[config.mk]
export PLATFORM = sky130hd
export DESIGN_NAME = two_pool_memory_admission_unit
export DESIGN_NICKNAME = d
export VERILOG_FILES = /design/src/hw/rtl/tpma_pkg.sv /design/src/hw/rtl/two_pool_memory_admission_unit.sv /design/src/hw/rtl/tpma_limit_calc.sv
export SDC_FILE = /design/constraint.sdc
export NUM_CORES = 2
export LEC_CHECK = 0
export ABC_AREA = 1
export BUFFER_PORTS_ARGS = -buffer_cell sky130_fd_sc_hd__buf_4
export CELL_PAD_IN_SITES_DETAIL_PLACEMENT = 1
export CELL_PAD_IN_SITES_GLOBAL_PLACEMENT = 2
export CORE_MARGIN = 4
export CORE_UTILIZATION = 39
export CTS_BUF_LIST = sky130_fd_sc_hd__clkbuf_4
export DETAILED_ROUTE_END_ITERATION = 6
export PLACE_DENSITY_LB_ADDON = 0.1
export RECOVER_POWER = 100
export SLEW_MARGIN = 10
export SYNTH_ARGS = -nofsm -noshare
export SYNTH_HDL_FRONTEND = slang
export SYNTH_HIERARCHICAL = 1
export SYNTH_SLANG_ARGS = --single-unit
[constraint.sdc]
create_clock -name clk -period 7.1 [get_ports clk]
set_clock_uncertainty 0.15 [all_clocks]
set_input_delay 0.355 -clock clk [delete_from_list [all_inputs] [get_ports clk]]
set_output_delay 0.355 -clock clk [all_outputs]
set_load 0.005 [all_outputs]
[src/hw/rtl/tpma_pkg.sv]
// shared constants and types for the two-pool memory admission unit
package tpma_pkg;

  localparam int BCW          = 40;
  localparam int QUOTA_W      = 7;
  localparam int PERCENT_FULL = 100;
  localparam int REM_W        = $clog2(PERCENT_FULL);
  localparam int PROD_W       = BCW + QUOTA_W;
  localparam int CFG_IDX_W    = 3;

  // divide by hundred in two slices of the quota product
  localparam int LO_W         = 24;
  localparam int HI_W         = PROD_W - LO_W;
  localparam int HI_SHIFT     = HI_W + REM_W;
  localparam int LO_IN_W      = REM_W + LO_W;
  localparam int LO_SHIFT     = LO_IN_W + REM_W;
  localparam logic [HI_W:0]    RECIP_HI =
    (HI_W + 1)'((64'd1 << HI_SHIFT) / PERCENT_FULL + 1);
  localparam logic [LO_IN_W:0] RECIP_LO =
    (LO_IN_W + 1)'((64'd1 << LO_SHIFT) / PERCENT_FULL + 1);

  localparam int IN_TDATA_W   = ((2 * BCW + 1 + 7) / 8) * 8;
  localparam int IN_TUSER_W   = 2;
  localparam int OUT_TDATA_W  = ((2 * BCW + 1 + 7) / 8) * 8;

  typedef logic [BCW-1:0]       bytes_t;
  typedef logic signed [BCW:0]  delta_t;
  typedef logic [QUOTA_W-1:0]   quota_t;
  typedef logic [CFG_IDX_W-1:0] cfg_idx_t;

  localparam cfg_idx_t REG_TOTAL    = 3'd0;
  localparam cfg_idx_t REG_QUOTA    = 3'd1;
  localparam cfg_idx_t REG_EXEC_MIN = 3'd2;
  localparam cfg_idx_t REG_EXEC_MAX = 3'd3;
  localparam cfg_idx_t REG_STOR_MIN = 3'd4;
  localparam cfg_idx_t REG_STOR_MAX = 3'd5;

  localparam logic FUNC_ALLOC  = 1'b0;
  localparam logic FUNC_ADJUST = 1'b1;
  localparam logic POOL_EXEC   = 1'b0;
  localparam logic POOL_STOR   = 1'b1;

  localparam quota_t QUOTA_RESET = QUOTA_W'(50);
  localparam quota_t QUOTA_FULL  = QUOTA_W'(PERCENT_FULL);
  localparam bytes_t MIN_RESET   = BCW'(1);
  localparam bytes_t MAX_RESET   = {BCW{1'b1}};

endpackage

[src/hw/rtl/two_pool_memory_admission_unit.sv]
// top level: two-pool byte admission with allocate and adjust beats
// an accepted input beat passes the input stage registers, then the result register once the output is free
// throughput: one beat per cycle when not stalled; the result register frees as the next beat is taken
// a write to total_memory or exec_quota_percent holds in_tready low
// while the storage limit is recomputed by a staged reciprocal divide by hundred
// rst_n (synchronous, active low) clears both used counters and the storage limit and resets the config
module two_pool_memory_admission_unit (
  input  logic                                 clk,
  input  logic                                 rst_n,
  input  logic                                 in_tvalid,
  output logic                                 in_tready,
  input  logic [tpma_pkg::IN_TDATA_W-1:0]      in_tdata,  // request_bytes, adjust_delta
  input  logic [tpma_pkg::IN_TUSER_W-1:0]      in_tuser,  // func, pool_select
  output logic                                 out_tvalid,
  input  logic                                 out_tready,
  output logic [tpma_pkg::OUT_TDATA_W-1:0]     out_tdata, // granted, exec_used_now, storage_used_now
  input  logic                                 cfg_we,
  input  tpma_pkg::cfg_idx_t                   cfg_index,
  input  tpma_pkg::bytes_t                     cfg_wdata
);
  import tpma_pkg::*;

  // configuration
  bytes_t total_r, emin_r, emax_r, smin_r, smax_r;
  quota_t quota_r;

  // input stage
  logic   in_valid_r;
  logic   in_func_r, in_pool_r;
  bytes_t in_req_r;
  delta_t in_delta_r;

  // pool state and result
  bytes_t exec_used_r, stor_used_r;
  bytes_t exec_used_nxt, stor_used_nxt;
  logic   out_valid_r, out_granted_r;
  logic   granted_nxt;

  logic   calc_busy, calc_start;
  bytes_t stor_limit;
  logic   advance;

  bytes_t                   sel_cur, adj_res;
  logic signed [BCW+1:0]    adj_sum;
  logic [BCW:0]             exec_plus, stor_plus;
  logic [BCW+1:0]           all_sum;
  logic                     exec_ok, stor_ok, all_ok, alloc_ok;

  assign calc_start = cfg_we && ((cfg_index == REG_TOTAL) || (cfg_index == REG_QUOTA));

  tpma_limit_calc u_limit (
    .clk           (clk),
    .rst_n         (rst_n),
    .start         (calc_start),
    .total         (total_r),
    .quota         (quota_r),
    .busy          (calc_busy),
    .storage_limit (stor_limit)
  );

  always_ff @(posedge clk) begin
    if (!rst_n) begin
      total_r <= '0;
      quota_r <= QUOTA_RESET;
      emin_r  <= MIN_RESET;
      emax_r  <= MAX_RESET;
      smin_r  <= MIN_RESET;
      smax_r  <= MAX_RESET;
    end else if (cfg_we) begin
      unique case (cfg_index)
        REG_TOTAL:    total_r <= cfg_wdata;
        REG_QUOTA:    quota_r <= cfg_wdata[QUOTA_W-1:0];
        REG_EXEC_MIN: emin_r  <= cfg_wdata;
        REG_EXEC_MAX: emax_r  <= cfg_wdata;
        REG_STOR_MIN: smin_r  <= cfg_wdata;
        REG_STOR_MAX: smax_r  <= cfg_wdata;
        default: begin
          total_r <= total_r;
        end
      endcase
    end
  end

  assign advance   = in_valid_r && (!out_valid_r || out_tready);
  assign in_tready = !calc_busy && (!in_valid_r || advance);

  // allocate checks
  assign exec_plus = {1'b0, exec_used_r} + {1'b0, in_req_r};
  assign stor_plus = {1'b0, stor_used_r} + {1'b0, in_req_r};
  assign all_sum   = {2'b00, exec_used_r} + {2'b00, stor_used_r} + {2'b00, in_req_r};

  assign exec_ok = (in_req_r <= emax_r) && (in_req_r >= emin_r) && (in_req_r <= total_r)
                   && (exec_plus <= {1'b0, total_r});
  assign stor_ok = (in_req_r <= smax_r) && (in_req_r >= smin_r) && (in_req_r <= stor_limit)
                   && (stor_plus <= {1'b0, stor_limit});
  assign all_ok  = all_sum <= {2'b00, total_r};
  assign alloc_ok = ((in_pool_r == POOL_STOR) ? stor_ok : exec_ok) && all_ok;

  // adjust with saturation at zero and at the total
  assign sel_cur = (in_pool_r == POOL_STOR) ? stor_used_r : exec_used_r;
  assign adj_sum = $signed({2'b00, sel_cur}) + $signed({in_delta_r[BCW], in_delta_r});

  always_comb begin
    if (adj_sum[BCW+1]) begin
      adj_res = '0;
    end else if (adj_sum[BCW:0] > {1'b0, total_r}) begin
      adj_res = total_r;
    end else begin
      adj_res = adj_sum[BCW-1:0];
    end
  end

  always_comb begin
    exec_used_nxt = exec_used_r;
    stor_used_nxt = stor_used_r;
    granted_nxt   = 1'b1;
    unique case (in_func_r)
      FUNC_ALLOC: begin
        granted_nxt = alloc_ok;
        if (alloc_ok) begin
          if (in_pool_r == POOL_STOR) begin
            stor_used_nxt = stor_plus[BCW-1:0];
          end else begin
            exec_used_nxt = exec_plus[BCW-1:0];
          end
        end
      end
      FUNC_ADJUST: begin
        if (in_pool_r == POOL_STOR) begin
          stor_used_nxt = adj_res;
        end else begin
          exec_used_nxt = adj_res;
        end
      end
      default: begin
        granted_nxt = 1'b0;
      end
    endcase
  end

  always_ff @(posedge clk) begin
    if (!rst_n) begin
      in_valid_r  <= 1'b0;
      out_valid_r <= 1'b0;
      exec_used_r <= '0;
      stor_used_r <= '0;
    end else begin
      if (in_tvalid && in_tready) begin
        in_valid_r <= 1'b1;
      end else if (advance) begin
        in_valid_r <= 1'b0;
      end
      if (advance) begin
        out_valid_r <= 1'b1;
        exec_used_r <= exec_used_nxt;
        stor_used_r <= stor_used_nxt;
      end else if (out_tready) begin
        out_valid_r <= 1'b0;
      end
    end
  end

  // beat payload registers
  always_ff @(posedge clk) begin
    if (in_tvalid && in_tready) begin
      in_func_r  <= in_tuser[0];
      in_pool_r  <= in_tuser[1];
      in_req_r   <= in_tdata[BCW-1:0];
      in_delta_r <= in_tdata[2*BCW:BCW];
    end
    if (advance) begin
      out_granted_r <= granted_nxt;
    end
  end

  assign out_tvalid = out_valid_r;
  assign out_tdata  = {{(OUT_TDATA_W - 2 * BCW - 1){1'b0}}, stor_used_r, exec_used_r,
                       out_granted_r};

  logic unused_in_pad;
  assign unused_in_pad = ^in_tdata[IN_TDATA_W-1:2*BCW+1];

endmodule

[src/hw/rtl/tpma_limit_calc.sv]
// storage pool limit: total minus floor(total * quota / 100), quota clamped to 100, by a staged reciprocal divide
module tpma_limit_calc (
  input  logic             clk,
  input  logic             rst_n,
  input  logic             start,
  input  tpma_pkg::bytes_t total,
  input  tpma_pkg::quota_t quota,
  output logic             busy,
  output tpma_pkg::bytes_t storage_limit
);
  import tpma_pkg::*;

  typedef enum logic [2:0] {
    LC_IDLE, LC_MUL, LC_HI_QUOT, LC_HI_REM, LC_LO_QUOT, LC_DONE
  } lc_state_t;

  lc_state_t                   state_r;
  logic [PROD_W-1:0]           prod_r;
  logic [HI_W-1:0]             hi_quot_r;
  logic [LO_IN_W-1:0]          lo_in_r;
  logic [LO_W-1:0]             lo_quot_r;
  bytes_t                      limit_r;

  quota_t                      quota_clamped;
  logic [2*HI_W:0]             hi_mul;
  logic [HI_W-1:0]             hi_back;
  logic [HI_W-1:0]             hi_diff;
  logic [LO_SHIFT+LO_W-1:0]    lo_mul;
  bytes_t                      share;

  assign quota_clamped = (quota > QUOTA_FULL) ? QUOTA_FULL : quota;

  // upper slice quotient, then its remainder carried into the lower slice
  assign hi_mul  = (2 * HI_W + 1)'(prod_r[PROD_W-1:LO_W]) * (2 * HI_W + 1)'(RECIP_HI);
  assign hi_back = hi_quot_r * HI_W'(PERCENT_FULL);
  assign hi_diff = prod_r[PROD_W-1:LO_W] - hi_back;
  assign lo_mul  = (LO_SHIFT + LO_W)'(lo_in_r) * (LO_SHIFT + LO_W)'(RECIP_LO);
  assign share   = bytes_t'({hi_quot_r, {LO_W{1'b0}}}) + bytes_t'(lo_quot_r);

  always_ff @(posedge clk) begin
    if (!rst_n) begin
      state_r <= LC_IDLE;
      limit_r <= '0;
    end else if (start) begin
      state_r <= LC_MUL;
    end else begin
      unique case (state_r)
        LC_IDLE: begin
          state_r <= LC_IDLE;
        end
        LC_MUL: begin
          prod_r  <= PROD_W'(total) * PROD_W'(quota_clamped);
          state_r <= LC_HI_QUOT;
        end
        LC_HI_QUOT: begin
          hi_quot_r <= HI_W'(hi_mul[2*HI_W:HI_SHIFT]);
          state_r   <= LC_HI_REM;
        end
        LC_HI_REM: begin
          lo_in_r <= {hi_diff[REM_W-1:0], prod_r[LO_W-1:0]};
          state_r <= LC_LO_QUOT;
        end
        LC_LO_QUOT: begin
          lo_quot_r <= lo_mul[LO_SHIFT+LO_W-1:LO_SHIFT];
          state_r   <= LC_DONE;
        end
        LC_DONE: begin
          limit_r <= total - share;
          state_r <= LC_IDLE;
        end
        default: begin
          state_r <= LC_IDLE;
        end
      endcase
    end
  end

  assign busy          = start || (state_r != LC_IDLE);
  assign storage_limit = limit_r;

endmodule

==> impl_metrics.sql <==
INSERT INTO impl_metrics (metric_group, metric, value, unit) VALUES
('status', 'run_status', 'finished, violations left', ''),
('status', 'violations', 'capacitance limit, slew limit', ''),
('pwr', 'switching_share', '0.4865', ''),
('setup_path', 'crit_arrival', '8.05', 'ns'),
('timing', 'final_min_period_over_clock_period', '0.9948', ''),
('timing', 'fin_hold_ws', '0.1535', 'ns'),
('logic_synthesis', 'post_synth_num_cell_types', '59', ''),
('die', 'std_cell_rows', '166', ''),
('logic_synthesis', 'compound_cell_area_share_of_the_yosys_netlist', '0.1044', ''),
('clock_network', 'clk_transition_reported_paths', '0.07', 'ns'),
('logic_synthesis', 'syn-instance-count', '10742', ''),
('logic_synthesis', 'synth_top_family_by_area', 'adder cells', ''),
('timing', 'maxSlewHeadroom', '-1.116', ''),
('setup_path', 'timing.critical_path.mode_cell', 'sky130_fd_sc_hd__nand2_1', ''),
('pwr', 'seqPwrFrac', '0.230', ''),
('die', 'io_pins', '228', ''),
('cells_and_area', 'fillCellCount', '25703', ''),
('timing', 'final.setup.tns', '0', 'ns'),
('routing', 'drtAntennaViolNets', '0', ''),
('logic_synthesis', 'synth.yosys.seq_area_share', '0.1575', ''),
('die', 'initial_utilization', '0.3934', ''),
('timing', 'final.min_clock_period', '7.063', 'ns'),
('placed_design', 'finalWeightedCongestion', '1.037', ''),
('grt', 'antenna_found_initial', '25', ''),
('pwr', 'netsw', '0.007489', 'W'),
('pwr', 'pwr-share-clk', '0.223', ''),
('hold_path', 'min_path_type', 'primary input to flip-flop', ''),
('setup_path', 'cpPeakStageDelay', '0.52', 'ns'),
('logic_synthesis', 'mappedNetlistArea', '80730', 'sq um'),
('cells_and_area', 'syn_to_final_growth', '13.37', '%'),
('clock_network', 'clock_sinks', '534', ''),
('cells_and_area', 'layout.nets', '13727', ''),
('setup_path', 'critical_path.top_delay_family', 'simple AND/OR/NAND/NOR gates', ''),
('pwr', 'power_density', '168.2', 'nW/um^2'),
('setup_path', 'cp_num_buf_inv', '4', ''),
('placed_design', 'place.detailed.instances', '13693', ''),
('timing', 'report.final.slew_viol_count', '719', ''),
('setup_path', 'cp-end-kind', 'flip-flop', ''),
('routing', 'via_count', '75373', ''),
('logic_synthesis', 'yosys.area_share.simple', '0.1911', ''),
('grt', 'grt_remaining_overflow', '0', ''),
('grt', 'grt_start_max_net_pins', '90', ''),
('timing', 'timing.fmax', '0.1416', 'GHz'),
('job', 'drv_cap', '15', ''),
('die', 'core-area', '205200', 'sq um'),
('logic_synthesis', 'yosys.area.top_type', 'sky130_fd_sc_hd__ha_1', ''),
('hold_path', 'hold-path-cell-count', '5', ''),
('placed_design', 'dp_slack', '0.2207', 'ns'),
('logic_synthesis', 'synthMostInstantiatedCell', 'sky130_fd_sc_hd__inv_1', ''),
('routing', 'routed_wl', '353300', 'um'),
('timing', 'setup_ws', '0.03704', 'ns'),
('pwr', 'p_leak', '48.66', 'nW'),
('timing', 'worstMarginPinSlew', '3.174', 'ns'),
('clock_network', 'cts.htree.levels', '4', ''),
('logic_synthesis', 'synth_top_cells_by_count', '2332 x sky130_fd_sc_hd__inv_1, 2143 x sky130_fd_sc_hd__nand2_1, 1321 x sky130_fd_sc_hd__ha_1', ''),
('pwr', 'power.combinational.fraction', '0.546', ''),
('logic_synthesis', 'synth_edf_count', '202', ''),
('grt', 'grt_pass1_wl', '519500', 'um'),
('logic_synthesis', 'yosys-mux-area-fraction', '0', ''),
('routing', 'drc_errors', '0', ''),
('clock_network', 'tritoncts_clock_tree', 'yes', ''),
('logic_synthesis', 'syn_area_per_cell', '7.515', 'sq um'),
('routing', 'drt-initial-drc-count', '5558', ''),
('routing', 'routed_via_density', '5.272', ''),
('timing', 'hold_viol', '0', ''),
('logic_synthesis', 'share_of_flip_flops_with_an_asynchronous_set_or_reset', '0', ''),
('clock_network', 'cts-root-buf', 'sky130_fd_sc_hd__clkbuf_4', ''),
('clock_network', 'max-clock-path-buffers', '3', ''),
('logic_synthesis', 'synth_seq_cells', '534', ''),
('setup_path', 'cp_max_fanout', '45', ''),
('cells_and_area', 'core_occupancy_in_the_finished_layout', '0.4460', '');
## per-layer routing
metal	track usage	part of all wire	wire length, um
met1	0.4680	0.47	166700
met3	0.05041	0.064	22730
met5	0	0.00017	59
met2	0.5084	0.44	154600
met4	0.08063	0.026	9268
## registers in the layout, summed over array words and instances (netlist names), 16 cells and up
register,cells
u_limit/prod_r,47
in_delta_r,41
emax_r,40
emin_r,40
exec_used_r,40
in_req_r,40
smax_r,40
smin_r,40
stor_used_r,40
total_r,40
u_limit/storage_limit,40
u_limit/lo_in_r,31
u_limit/lo_quot_r,24
u_limit/hi_quot_r,16
## worst max-delay path by stage
| stage | from | to | slack, ns | depth (start not counted) |
|---|---|---|---|---|
| 4_1_cts | u_limit/lo_in_r[3] | u_limit/lo_quot_r[23] | 0.19 | 25 |
| 5_1_grt | u_limit/lo_in_r[4] | u_limit/lo_quot_r[22] | -0.08 | 23 |
| 3_3_place_gp | u_limit/lo_in_r[9] | u_limit/lo_quot_r[22] | 0.27 | 23 |
| 3_5_place_dp | u_limit/lo_in_r[9] | u_limit/lo_quot_r[16] | 0.22 | 22 |
| 2_1_floorplan | u_limit/lo_in_r[9] | u_limit/lo_quot_r[16] | 0.84 | 21 |
| 6_report | in_req_r[0] | exec_used_r[9] | 0.04 | 38 |
## worst min-delay path: stages
cell and delay, ns:
sky130_fd_sc_hd__dlygate4sd3_1 0.63, sky130_fd_sc_hd__buf_4 0.15, sky130_fd_sc_hd__nor2_1 0.08, sky130_fd_sc_hd__o21ai_0 0.17, sky130_fd_sc_hd__inv_1 0.05
## area by class of cell
| class | instances | share of cell area |
|---|---|---|
| antenna | 12 | 0.0003281 |
| clock buffer | 250 | 0.02051 |
| clock inverter | 56 | 0.003623 |
| inverter | 2341 | 0.09601 |
| multi-input combinational | 7702 | 0.6392 |
| sequential | 534 | 0.1389 |
| tap | 2688 | 0.03675 |
| timing repair buffer | 714 | 0.06466 |
## power groups by stage
stage,sequential (W),combinational (W),clock [W]
CTS,0.00354,0.00843,0.00356
floorplan,0.00354,0.00519,0
global route,0.00355,0.00941,0.00373
detailed placement,0.00361,0.00824,0
global placement,0.00361,0.00810,0
finish,0.00354,0.00841,0.00344
## placed cells by master (no fill, tap or decap), drive strengths merged, types with 13 or more instances in the layout
cell         count
o21ai          539
buf            251
o211ai          52
a21o            46
clkinv          46
dlygate4sd3    273
fa             804
dfxtp          332
nor3            78
clkbuf         440
nand4           98
a21boi          27
nor4            37
inv           2344
ha            1321
nand3          362
nor2           998
o21bai          46
a31oi           40
xnor2           74
edfxtp         202
a21oi          766
xor2           153
nand2         2159
o21a            27
nand3b          13
## kinds of logic (layout without fill, tap and decap cells)
logic type,after synthesis,count (layout)
fa+ha+maj,2125,2125
xor+xnor,227,227
flops,534,534
other cells,1,19
compound gates,1561,1561
simple gates,3782,3782
buf+inv,2512,3361
## stage by stage
stage | area [sq um] | power, W
final | 91530 | 0.01539
after floorplan | 80750 | 0.008731
after detailed placement | 86800 | 0.01185
after global routing | 91520 | 0.01669
after CTS | 91790 | 0.01553
after global placement | 86800 | 0.01171
## timing repair
item,CTS,global route
setup buffers,0,10
hold buffers,275,0
endpoints found under the hold margin,509,0
resized for setup,0,8
setup endpoints to repair,0,62
Power figures use the tool's default switching activity.
